File: config.mk
export PLATFORM = sky130hd
export DESIGN_NAME = afm_parser
export DESIGN_NICKNAME = d
export VERILOG_FILES = /design/src/hw/rtl/afm_pkg.sv /design/src/hw/rtl/afm_parser.sv
export SDC_FILE = /design/constraint.sdc
export NUM_CORES = 1
export LEC_CHECK = 0
export BUFFER_PORTS_ARGS = -buffer_cell sky130_fd_sc_hd__clkbuf_2
export CORE_ASPECT_RATIO = 1.4
export CORE_UTILIZATION = 39
export CTS_CLUSTER_SIZE = 28
export DETAILED_ROUTE_END_ITERATION = 6
export GPL_ROUTABILITY_DRIVEN = 0
export PLACE_DENSITY = 0.7
export SKIP_LAST_GASP = 1
export SYNTH_ARGS = -nofsm -noshare
export SYNTH_HDL_FRONTEND = slang
export SYNTH_SLANG_ARGS = --single-unit
File: constraint.sdc
create_clock -name clk -period 5.02 [get_ports clk]
set_input_delay 1.004 -clock clk [delete_from_list [all_inputs] [get_ports clk]]
set_output_delay 1.004 -clock clk [all_outputs]
set_load 0.02 [all_outputs]
File: src/hw/rtl/afm_pkg.sv
`default_nettype none
package afm_pkg;

    localparam int TABLE_ENTRIES = 64;

    localparam int POS_W = 6;
    localparam int CAPTURE_W = 176;

    localparam logic [POS_W-1:0] POS_TYPE_HI = POS_W'(12);
    localparam logic [POS_W-1:0] POS_TYPE_LO = POS_W'(13);
    localparam logic [POS_W-1:0] POS_HW_LEN = POS_W'(18);
    localparam logic [POS_W-1:0] POS_PROTO_LEN = POS_W'(19);
    localparam logic [POS_W-1:0] POS_CAPTURE_START = POS_W'(20);
    localparam logic [POS_W-1:0] POS_LAST = POS_W'(41);
    localparam logic [POS_W-1:0] POS_DONE = POS_W'(42);

    localparam logic [7:0] ETHERTYPE_HI = 8'h08;
    localparam logic [7:0] ETHERTYPE_LO = 8'h06;
    localparam logic [7:0] HW_LEN = 8'd6;
    localparam logic [7:0] PROTO_LEN = 8'd4;

    localparam logic [15:0] CHANGES_MAX = 16'hFFFF;

    // lookup item walking down the cell row
    typedef struct packed {
        logic        active;
        logic        done;
        logic        fresh;
        logic [15:0] count;
        logic [31:0] sip;
        logic [47:0] smac;
        logic [31:0] now;
    } token_t;

    typedef struct packed {
        logic at_last;
        logic fire;
    } parse_status_t;

endpackage
`default_nettype wire

File: src/hw/rtl/afm_parser.sv
`default_nettype none
module afm_parser (
    input  wire logic                             clk,
    input  wire logic                             rst_n,
    input  wire logic                             accept,
    input  wire logic [7:0]                       frame_byte,
    input  wire logic                             frame_end,
    output afm_pkg::parse_status_t                status,
    output logic [afm_pkg::CAPTURE_W-1:0]         captured,
    output logic [afm_pkg::CAPTURE_W-1:0]         capture_next
);

    logic [afm_pkg::POS_W-1:0]     pos_reg, pos_next;
    logic                          qual_reg, qual_next;
    logic [afm_pkg::CAPTURE_W-1:0] cap_reg, cap_next;
    logic                          bad;

    always_comb
    begin
        bad = ((pos_reg == afm_pkg::POS_TYPE_HI) && (frame_byte != afm_pkg::ETHERTYPE_HI)) ||
              ((pos_reg == afm_pkg::POS_TYPE_LO) && (frame_byte != afm_pkg::ETHERTYPE_LO)) ||
              ((pos_reg == afm_pkg::POS_HW_LEN) && (frame_byte != afm_pkg::HW_LEN)) ||
              ((pos_reg == afm_pkg::POS_PROTO_LEN) && (frame_byte != afm_pkg::PROTO_LEN));
        pos_next  = pos_reg;
        qual_next = qual_reg;
        cap_next  = cap_reg;
        if (pos_reg != afm_pkg::POS_DONE)
        begin
            if (bad)
            begin
                qual_next = 1'b0;
            end
            if (pos_reg >= afm_pkg::POS_CAPTURE_START)
            begin
                cap_next = {cap_reg[afm_pkg::CAPTURE_W-9:0], frame_byte};
            end
            pos_next = pos_reg + afm_pkg::POS_W'(1);
        end
        if (frame_end)
        begin
            pos_next  = '0;
            qual_next = 1'b1;
        end
    end

    always_ff @(posedge clk or negedge rst_n)
    begin
        if (!rst_n)
        begin
            pos_reg  <= '0;
            qual_reg <= 1'b1;
            cap_reg  <= '0;
        end
        else if (accept)
        begin
            pos_reg  <= pos_next;
            qual_reg <= qual_next;
            cap_reg  <= cap_next;
        end
    end

    // checked bytes all lie before byte 41, so the stored flag is final here
    assign status.at_last = (pos_reg == afm_pkg::POS_LAST);
    assign status.fire    = accept && (pos_reg == afm_pkg::POS_LAST) && qual_reg;
    assign captured       = cap_reg;
    assign capture_next   = cap_next;

endmodule
`default_nettype wire

==> run summary <==
Psw -> 0.6495 mW
Vias in the first global route -> 6,141
Reg2reg setup slack -> 1.55 ns
Crit end category -> output port
R2R depth -> 7
CTS tree -> yes
CTS buffer count -> 17
Final setup TNS -> 0 ns
Synth warn -> 0
Static Leakage -> 6.703 nW
PostCTS Resize Cnt -> 0
Cell Area, Synth -> 9763 um2
FMAX -> 0.2450 GHz
HP Class -> flip-flop to flip-flop
# fillers -> 2,150
Tmin final -> 4.081 ns
Outcome -> completed
Post-Synthesis Cells -> 638
Number of diodes -> 0
Commonest non-fill, non-tap cells in the layout -> clkbuf_2, mux2_2, dfrtp_1
Startpoint types -> flip-flop
Syn nets -> 654
Most Crowded Layer GR -> met2
Initial antenna violation count -> 0
Area growth syn-to-layout -> 27.17%
Least-Margin Pin Slew -> 0.9105 ns
FF/Latch Area -> 4581 um2
Multi-input combinational cell area -> 4855 um2
GRT Overall Usage -> 19.18%
Met3 Track Usage GR -> 3.695%
Hold Path Depth -> 2
GR Util met2 -> 32.65%
Max-cap violation count -> 0
Dpl hpwl -> 17,270 um
PnR worst setup slack -> 0.9390 ns
Peak fanout along the critical path -> 57
First-pass GRT wire length -> 37,200 um
Vias -> 6,588
Layout cells sized above 1 -> 76.24%
Initial DRT Pass Iterations -> 4
DR iter-0 viols -> 154
WP data arrival -> 3.08 ns
Worst R2R End -> captured[153]
Sequential fraction of the synthesis area -> 46.92%
GRT Residual Overflow -> 0
Final Net Count -> 1,010
Core Box Area -> 24,590 um2
# IOs -> 366
Wire per inst -> 18.64 um
Post-CTS Setup Inserts -> 0
DRC Markers -> 0
Clk root buf -> clkbuf_16
Ys flop type -> dfrtp_1
RSZ-0062 raised after global routing -> false
Post-synth EDFFs -> 0
Synth top area share -> 46.65%
PwrDens -> 229.9 nW/um2
Post-synthesis cell type count -> 31
Net Sw Frac -> 22.75%
# rows -> 68
Hold Buf Count CTS -> 0
Pre-CTS setup slack -> 1.396 ns
Most common cell after layout, fill and taps aside -> clkbuf_2
Die area -> 25,680 um2
Overall die width -> 135.7 um
Combinational share of power -> 2.7%
H-tree levels -> 4
PortBufs -> 365
Hold Path End -> qual_reg
Largest net degree at the start of global routing -> 114
Clock Latency Late Sink -> 0.43 ns
Via density -> 4.987
Initial Util -> 39.71%
Fin. Hold Viols -> 0
Critical path type -> flip-flop to output port
Seq pwr share -> 52.2%
Max Clock Skew -> 0.01363 ns
GR met1 Demand/Resource -> 24.10%
Mean Syn Cell Area -> 15.30 um2
Reg2reg start -> pos_reg[0]
Final setup fails -> 0
Post-Route WL -> 24,630 um
Pint -> 2.205 mW
Crit path from -> pos_reg[0]
Tcrit/Tclk final -> 81.29%
Max VDD drop -> 0.2376 mV
Clock power frac -> 45.1%
Synth async-reset ratio -> 100.0%
Normalized max-slew margin -> 39.30%
Largest register FFs -> 176
CTS Buffer Depth -> 2
Final ANT Viol Nets -> 0
Leading area contributor after synthesis -> dfrtp_1
Die Ht -> 189.2 um
Max Slew Vio Count -> 0
Ranking of synthesized cells by area -> dfrtp_1, mux2_2, mux2_4
Critical path required time -> 4.02 ns
#FFs+latches synth -> 183
Worst hold start -> qual_reg
Clk sinks -> 183
CTS clk-pin slew, worst paths -> 0.07 ns
## cell families after synthesis
family	count (synthesis)	share of synthesized area, %
compound gates	18	1.141
fa+ha+maj	4	0.5126
simple gates	34	1.974
buf+inv	47	3.473
mux	352	45.98
flops	183	46.92
## through the flow
| step | hold slack [ns] | util (%) | total power, mW | instances | area (um2) |
|---|---|---|---|---|---|
| 2_1_floorplan | 0.4571 | - | 1.544 | 638 | 9763 |
| 3_3_place_gp | 0.4765 | 48.21 | 1.596 | 1290 | 11860 |
| 3_5_place_dp | 0.4844 | 48.21 | 1.599 | 1290 | 11860 |
| 4_1_cts | 0.4963 | 50.49 | 2.896 | 1321 | 12420 |
| 5_1_grt | 0.5131 | 50.49 | 2.969 | 1321 | 12420 |
| 6_report | 0.4948 | 50.49 | 2.854 | 1321 | 12420 |
## worst max path at each step
stage / endpoint / slack (ns) / cells after the start
2_1_floorplan: capture_next[0] / 2.09 / 8
3_3_place_gp: capture_next[125] / 1.48 / 7
3_5_place_dp: capture_next[125] / 1.40 / 7
4_1_cts: capture_next[125] / 0.91 / 7
5_1_grt: capture_next[125] / 0.77 / 7
6_report: capture_next[125] / 0.94 / 7
## synth_stat cells (all sizes together) (3+ instances only)
library cell	count
mux2	352
dfrtp	182
buf	40
nand2	8
o21ai	8
nor2	5
ha	4
inv	4
nand3	4
clkbuf	3
nor3	3
o31ai	3
## power by group through the flow
stage	Combinational (mW)	Clock [mW]	Sequential, mW
after floorplan	0.0256	0	1.52
after global placement	0.0789	0	1.52
after detailed placement	0.0810	0	1.52
after CTS	0.0810	1.33	1.49
after global routing	0.0892	1.39	1.49
final	0.0779	1.29	1.49
## area by class of cell
| cell class | instances | area share, % |
|---|---|---|
| Multi-Input combinational cell | 408 | 39.10 |
| Timing Repair Buffer | 380 | 16.19 |
| Clock inverter | 12 | 0.9473 |
| Sequential cell | 183 | 36.89 |
| Clock buffer | 19 | 3.567 |
| Inverter | 4 | 0.1209 |
| Tap cell | 315 | 3.174 |
## critical path, cell delays in order, from the launching register on
cell and delay [ns]:
dfrtp_1 0.45, inv_1 0.09, ha_1 0.24, a21oi_1 0.18
o22a_4 0.70, buf_12 0.36, mux2_2 0.41, clkbuf_2 0.16
## metal layers
metal	share of wire [%]	routed length, um	vias up
met3	5.9	1441	21
met2	50	12240	275
met1	43	10550	3248
met5	0	0	-
li1	-	-	3044
met4	1.6	397	0
Note: power is estimated with default switching activity, not from simulation.
