$ cat config.mk
export PLATFORM = sky130hd
export DESIGN_NAME = afm_cell
export DESIGN_NICKNAME = d
export VERILOG_FILES = /design/src/hw/rtl/afm_pkg.sv /design/src/hw/rtl/afm_cell.sv
export SDC_FILE = /design/constraint.sdc
export NUM_CORES = 1
export LEC_CHECK = 0
export BUFFER_PORTS_ARGS = -buffer_cell sky130_fd_sc_hd__buf_2
export CORE_ASPECT_RATIO = 1.2
export CORE_UTILIZATION = 50
export CTS_BUF_LIST = sky130_fd_sc_hd__clkbuf_8
export CTS_CLUSTER_DIAMETER = 200
export CTS_CLUSTER_SIZE = 40
export DETAILED_ROUTE_END_ITERATION = 16
export PLACE_DENSITY = 0.78
export SYNTH_ARGS = -nofsm -noshare
export SYNTH_HDL_FRONTEND = slang
export SYNTH_SLANG_ARGS = --single-unit
$ cat constraint.sdc
create_clock -name clk -period 4.7 [get_ports clk]
set_input_delay 0.47 -clock clk [delete_from_list [all_inputs] [get_ports clk]]
set_output_delay 0.47 -clock clk [all_outputs]
set_load 0.02 [all_outputs]
$ cat src/hw/rtl/afm_pkg.sv
`default_nettype none
package afm_pkg;

    localparam int TABLE_ENTRIES = 64;

    localparam int POS_W = 6;
    localparam int CAPTURE_W = 176;

    localparam logic [POS_W-1:0] POS_TYPE_HI = POS_W'(12);
    localparam logic [POS_W-1:0] POS_TYPE_LO = POS_W'(13);
    localparam logic [POS_W-1:0] POS_HW_LEN = POS_W'(18);
    localparam logic [POS_W-1:0] POS_PROTO_LEN = POS_W'(19);
    localparam logic [POS_W-1:0] POS_CAPTURE_START = POS_W'(20);
    localparam logic [POS_W-1:0] POS_LAST = POS_W'(41);
    localparam logic [POS_W-1:0] POS_DONE = POS_W'(42);

    localparam logic [7:0] ETHERTYPE_HI = 8'h08;
    localparam logic [7:0] ETHERTYPE_LO = 8'h06;
    localparam logic [7:0] HW_LEN = 8'd6;
    localparam logic [7:0] PROTO_LEN = 8'd4;

    localparam logic [15:0] CHANGES_MAX = 16'hFFFF;

    // lookup item walking down the cell row
    typedef struct packed {
        logic        active;
        logic        done;
        logic        fresh;
        logic [15:0] count;
        logic [31:0] sip;
        logic [47:0] smac;
        logic [31:0] now;
    } token_t;

    typedef struct packed {
        logic at_last;
        logic fire;
    } parse_status_t;

endpackage
`default_nettype wire

$ cat src/hw/rtl/afm_cell.sv
`default_nettype none
module afm_cell (
    input  wire logic            clk,
    input  wire logic            rst_n,
    input  wire afm_pkg::token_t tok_in,
    output afm_pkg::token_t      tok_out
);

    logic        valid_reg;
    logic [31:0] ip_reg;
    logic [47:0] mac_reg;
    logic [31:0] seen_reg;
    logic [15:0] changes_reg;

    logic            act_reg;
    afm_pkg::token_t tok_reg, tok_next;
    logic            hit, alloc;
    logic [15:0]     cnt_next;

    always_comb
    begin
        hit   = tok_in.active && !tok_in.done && valid_reg && (ip_reg == tok_in.sip);
        // valid entries form a prefix, so the first free cell ends the search
        alloc = tok_in.active && !tok_in.done && !valid_reg;
        cnt_next = changes_reg;
        if ((mac_reg != tok_in.smac) && (changes_reg != afm_pkg::CHANGES_MAX))
        begin
            cnt_next = changes_reg + 16'd1;
        end
        tok_next = tok_in;
        if (hit)
        begin
            tok_next.done  = 1'b1;
            tok_next.fresh = 1'b0;
            tok_next.count = cnt_next;
        end
        else if (alloc)
        begin
            tok_next.done  = 1'b1;
            tok_next.fresh = 1'b1;
            tok_next.count = '0;
        end
    end

    always_ff @(posedge clk or negedge rst_n)
    begin
        if (!rst_n)
        begin
            valid_reg <= 1'b0;
            act_reg   <= 1'b0;
        end
        else
        begin
            act_reg <= tok_next.active;
            if (alloc)
            begin
                valid_reg <= 1'b1;
            end
        end
    end

    always_ff @(posedge clk)
    begin
        tok_reg <= tok_next;
        if (hit || alloc)
        begin
            ip_reg      <= tok_in.sip;
            mac_reg     <= tok_in.smac;
            seen_reg    <= tok_in.now;
            changes_reg <= tok_next.count;
        end
    end

    // of the token, only the active flag is reset; payload bits follow it
    always_comb
    begin
        tok_out        = tok_reg;
        tok_out.active = act_reg;
    end

endmodule
`default_nettype wire

==> results of run 1 <==
==> critical path, stage by stage, from the launching register on <==
cell and delay (ps):
edfxtp_1 440, xor2_1 160, nor4_1 380, nand3_1 140, or4_1 490, buf_4 260, and2_4 240, inv_4 500
buf_12 320
==> final cells by class <==
| type | count | area, µm² | share of cell area [%] |
|---|---|---|---|
| inverter | 3 | 13.8 | 0.157 |
| sequential | 228 | 5540 | 63.1 |
| tap | 171 | 214 | 2.44 |
| timing repair buffer | 267 | 1360 | 15.6 |
| multi-input combinational | 197 | 1490 | 17.0 |
| clock buffer | 9 | 124 | 1.41 |
| clock inverter | 4 | 27.5 | 0.314 |
==> cell usage after synthesis (all sizes together) (2+ instances only) <==
cell    number  area share (%)
dfxtp      130              37
nor3        10            0.94
o21ai       13             1.4
nand3       15             1.2
dfrtp        2            0.71
nor4        21             1.9
nand2b       3            0.26
nor3b        3            0.32
inv          3            0.16
nand4        9            0.79
mux2i        3            0.42
edfxtp      96              41
nand2       10            0.53
nor2         4            0.21
buf          6            0.76
xnor2       19             2.3
xor2        75             9.3
==> power breakdown <==
group          leakage (nW)  internal, mW  total (mW)  switching (mW)
Clock                0.0876         0.187       0.712           0.525
Sequential             1.98          2.12        2.13          0.0137
Combinational          1.65         0.102       0.264           0.162
==> kinds of logic (layout without fill, tap and decap cells) <==
logic type | Yosys count | count (layout) | synth area share, %
multiplexers | 3 | 3 | 0.424
adder cells (fa/ha/maj) | 1 | 1 | 0.176
buffers and inverters | 9 | 283 | 0.918
flip-flops | 228 | 228 | 78.1
AND/OR/NAND/NOR | 83 | 83 | 6.97
AO/OA/AOI/OAI | 16 | 16 | 1.82
XOR/XNOR | 94 | 94 | 11.6
==> layer usage <==
layer  part of all wire [%]  wire length (µm)  vias up  track usage (%)
met5                      0                 0        -                0
met4                    1.2               172        0             4.00
met3                    7.0               967       14             3.89
met2                     52              7200      174             33.6
met1                     40              5520     2024             21.9
li1                       -                 -     2066                -
==> worst paths after layout <==
path	startpoint	end	slack, ps
max	ip_reg[29]	mac_reg[5]	1470
min	tok_in[8]	tok_out[8]	30
max reg2reg	ip_reg[29]	mac_reg[5]	1470
min reg2reg	valid_reg	valid_reg	530
max in group asynchronous	rst_n	act_reg	4360
min in group asynchronous	rst_n	valid_reg	250
==> through the flow <==
step / area (µm²) / std cells
2_1_floorplan: 7090 / 434
3_3_place_gp: 8600 / 864
3_5_place_dp: 8600 / 864
4_1_cts: 8760 / 878
5_1_grt: 8770 / 879
6_report: 8770 / 879
==> results.md, run 1 <==
- Synthesized area: 0.00709 mm²
- Leak: 3.72 nW
- Die X: 111 µm
- Total power: 3.11 mW
- Post-synth EDFFs: 96
- Net Count, Synth: 568
- Crit path kind: reg2reg
- YS warnings: 0
- Reg clk slew, reported paths: 210 ps
- GRT overflow: 0
- Antenna Diode Count: 0
- # port buffers: 263
- Leading cell type in the layout, fill and taps excluded: buf_2
- Final setup margin: 1470 ps
- Hold WS: 34.6 ps
- Synthesized instance count: 434
- Commonest non-fill, non-tap cells in the layout: buf_2 (263), dfxtp_1 (130), edfxtp_1 (96)
- Routed Antenna Nets: 0
- # IOs: 264
- Worst slack, placed: 1200 ps
- F_max: 309 MHz
- Fill count: 1029
- FFs w/ async S/R, synth: 0.877%
- Clock Latency Late Sink: 520 ps
- Max VDD drop: 0.403 mV
- Tot GR Track Use: 18.3%
- Final setup viols: 0
- Status: finished, final reports clean
- Critical path launch point type: flip-flop
- Finished Core Util: 63.4%
- Final GP Congestion: 0.856
- Sequential share of the synthesized area: 78.1%
- Flops & latches, synth: 228
- Reg2reg path depth: 8
- Slew Limit Headroom: 51.6%
- Cts repair resizes: 0
- Setup_tns: 0 ps
- Fraction of layout cells with a size suffix above 1: 41.4%
- CTS tree: built
- Pwr Density: 355 mW/mm²
- TritonCTS Buffers: 9
- Num Clock Sinks: 228
- Net count, final: 840
- Number of global-route vias before repair: 4355
- H-tree depth: 1
- Main flop type after synthesis: dfxtp_1
- DR vias/cell: 4.87
- Die area: 0.0147 mm²
- Clk_skew: 35.1 ps
- Initial antenna violation count: 0
- Synth cell types: 35
- Max reg flops: 130
- RSZ-0062 raised after global routing: false
- Max-Cap Viols: 0
- Vias: 4278
- Hold depth: 1
- Hold_buf cts: 1
- Dpl hpwl: 10700 µm
- Actual slew at the worst max-slew pin: 726 ps
- Avg WL per Cell: 15.8 µm
- CP arrival: 3470 ps
- Largest net degree at the start of global routing: 57
- Tcrit/Tclk final: 68.7%
- Clock Tree Root: clkbuf_8
- Chip height: 132 µm
- Post-route minimum period: 3230 ps
- Initial Util: 51.3%
- Mapped Avg Cell Area: 16.3 µm²
- # DRC: 0
- Pins Over Slew Limit: 0
- First-pass GRT wire length: 21400 µm
- First DRT Iteration DRCs: 136
- Postcts setup bufs: 0
- DRT Wirelength: 13900 µm
- Area Growth Syn to Fin: 23.7%
- Row count: 47
- Drt pass-1 iters: 4
- Core area: 0.0138 mm²
- CP required: 4940 ps
- Final Hold Fails: 0
- Hold Crit Class: in2reg
- Clock Tree Buf Depth: 3
- Max FO, Critical Path: 56
- Crit end category: flip-flop
Power figures use the tool's default switching activity.
==> run 2: changes to the inputs <==
Settings changed: CORE_UTILIZATION 50 to 46, PLACE_DENSITY 0.78 to 0.75.
Clock period 4.7 ns to 2.89 ns, I/O delays scaled along.
==> results.md, run 2 (synthesis gave the netlist of run 1 again) <==
- Status: finished, final reports clean (unchanged)
- CP arrival: 2930 ps (was 3470 ps)
- Crit end category: flip-flop (unchanged)
- Hold_sp: tok_in[118] (was tok_in[8])
- Initial antenna violation count: 0 (unchanged)
- Final setup margin: 193 ps (was 1470 ps)
- GRT overflow: 0 (unchanged)
- Tcrit/Tclk final: 93.3%
- Crit path kind: in2reg (was reg2reg)
- Row count: 49 (was 47)
- Vias: 4913 (was 4278)
- Clock Tree Buf Depth: 3 (unchanged)
- Crit-path slowest cell: dlygate4sd3_1 (was inv_4)
- Avg WL per Cell: 16.9 µm (was 15.8 µm)
- Max-Cap Viols: 0 (unchanged)
- Chip height: 138 µm (was 132 µm)
- Fraction of layout cells with a size suffix above 1: 35.4% (was 41.4%)
- Hold Crit Class: in2reg (unchanged)
- Pwr Density: 518 mW/mm² (was 355 mW/mm²)
- Clock Tree Root: clkbuf_8 (unchanged)
- Core area: 0.0150 mm² (was 0.0138 mm²)
- Reg clk slew, reported paths: 230 ps (was 210 ps)
- Layout Cells excl Fill: 1044 (was 879)
- Net count, final: 972 (was 840)
- TritonCTS Buffers: 9 (unchanged)
- Cell Area, Placed: 0.00869 mm² (was 0.00860 mm²)
- Final setup viols: 0 (unchanged)
- Worst slack, placed: 192 ps (was 1200 ps)
- Initial Util: 47.2% (was 51.3%)
- Postcts setup bufs: 0 (unchanged)
- Number of global-route vias before repair: 5091 (was 4355)
- Tot GR Track Use: 22.0% (was 18.3%)
- CP required: 3120 ps (was 4940 ps)
- Post-route minimum period: 2700 ps
- Slew Limit Headroom: 66.1% (was 51.6%)
- # port buffers: 263 (unchanged)
- Final GP Congestion: 0.885 (was 0.856)
- First-pass GRT wire length: 26300 µm (was 21400 µm)
- Pins Over Slew Limit: 0 (unchanged)
- Leading cell type in the layout, fill and taps excluded: buf_2 (unchanged)
- CTS tree: built (unchanged)
- RSZ-0062 raised after global routing: false (unchanged)
- Reg-to-reg startpoint: ip_reg[31] (was ip_reg[29])
- Cell Count Post-Placement: 901 (was 864)
- Clock Latency Late Sink: 540 ps (was 520 ps)
- Routed Antenna Nets: 0 (unchanged)
- Cts repair resizes: 0 (unchanged)
- Dpl hpwl: 11000 µm (was 10700 µm)
- Setup_tns: 0 ps (unchanged)
- Drt pass-1 iters: 4 (unchanged)
- Largest net degree at the start of global routing: 42 (was 57)
- H-tree depth: 1 (unchanged)
- # DRC: 0 (unchanged)
- CP max stage delay: 540 ps (was 500 ps)
- Area Growth Syn to Fin: 43.1% (was 23.7%)
- Actual slew at the worst max-slew pin: 506 ps (was 726 ps)
- DR vias/cell: 4.71 (was 4.87)
- Num Clock Sinks: 228 (unchanged)
- Max VDD drop: 0.664 mV (was 0.403 mV)
- Antenna Diode Count: 0 (unchanged)
- Fill count: 1005 (was 1029)
- Final Hold Fails: 0 (unchanged)
- Final Cell Area: 0.0101 mm² (was 0.00877 mm²)
- # IOs: 264 (unchanged)
- DRT Wirelength: 17700 µm (was 13900 µm)
- Max FO, Critical Path: 36 (was 56)
- Commonest non-fill, non-tap cells in the layout: buf_2 (263), dlygate4sd3_1 (130), dfxtp_1 (130) (was buf_2 (263), dfxtp_1 (130), edfxtp_1 (96))
- Leak: 4.27 nW (was 3.72 nW)
- Critical path cell sequence: dlygate4sd3_1 > buf_2 > xor2_1 > nor4_1 > nand4_1 > or4_1 > and2_4 > clkinvlp_4 > buf_12 (was xor2_1 > nor4_1 > nand3_1 > or4_1 > buf_4 > and2_4 > inv_4 > buf_12)
- Clk_skew: 36.5 ps (was 35.1 ps)
- Die area: 0.0159 mm² (was 0.0147 mm²)
- Critical path launch point type: input port (was flip-flop)
- First DRT Iteration DRCs: 324 (was 136)
- Die X: 115 µm (was 111 µm)
- F_max: 371 MHz
- Critical Path Start: tok_in[85] (was ip_reg[29])
- Max reg flops: 130 (unchanged)
## run 2: cell count changes in the layout (fill, tap and decap cells not counted)
cell / change
dlygate4sd3_1: +128
buf_12: +2
buf_4: +2
clkinvlp_4: +1
inv_4: -1
## run 2: layout make-up
class	count	area [µm²]	share of cell area [%]
Sequential cell	228	5540	54.6
Timing Repair Buffer	399	2700	26.6
Multi-Input combinational cell	197	1490	14.7
Tap cell	204	255	2.52
Clock buffer	9	124	1.22
Clock inverter	4	27.5	0.271
Inverter	3	15.0	0.148
## run 2: worst paths after layout
kind	to	cells past startpoint	slack (ps)
worst min register to register	valid_reg	1	520
worst max-delay path	ip_reg[31]	9	190
min in group asynchronous	valid_reg	2	50
max in group asynchronous	act_reg	2	2710
worst max register to register	ip_reg[31]	7	200
worst min-delay path	tok_out[118]	3	30
## run 2: per-layer routing
layer	GRT usage, %	wire (µm)
met4	7.94	491
met2	39.1	8990
met1	26.6	7100
met5	0	0
met3	4.06	1090
## run 2: power by group
group | switching, mW | total (mW) | leakage, nW | internal [mW]
logic | 0.304 | 0.583 | 2.20 | 0.279
registers | 0.0268 | 3.48 | 1.98 | 3.45
clock network | 0.893 | 1.20 | 0.0876 | 0.304
## run 2: timing repair
| item | 4_1_cts | 5_1_grt |
|---|---|---|
| hold buffers | 130 | 0 |
| endpoints found under the setup margin | 0 | 0 |
| hold endpoints to repair | 211 | 0 |
## run 2: worst max-delay path, delay by kind of cell
family                 cells  cell delay [ps]
XOR/XNOR                   1              160
buffers and inverters      4             1190
AND/OR/NAND/NOR            4             1260
## run 2: through the flow
| stage | total power [mW] | hold slack (ps) | util, % |
|---|---|---|---|
| finish | 5.26 | 31.1 | 67.5 |
| global route | 5.43 | 9.50 | 67.5 |
| CTS | 5.27 | 1.73 | 67.5 |
| detailed placement | 3.97 | 95.1 | 57.9 |
| global placement | 3.96 | 92.7 | 57.9 |
| floorplan | 3.73 | -6.59 | - |
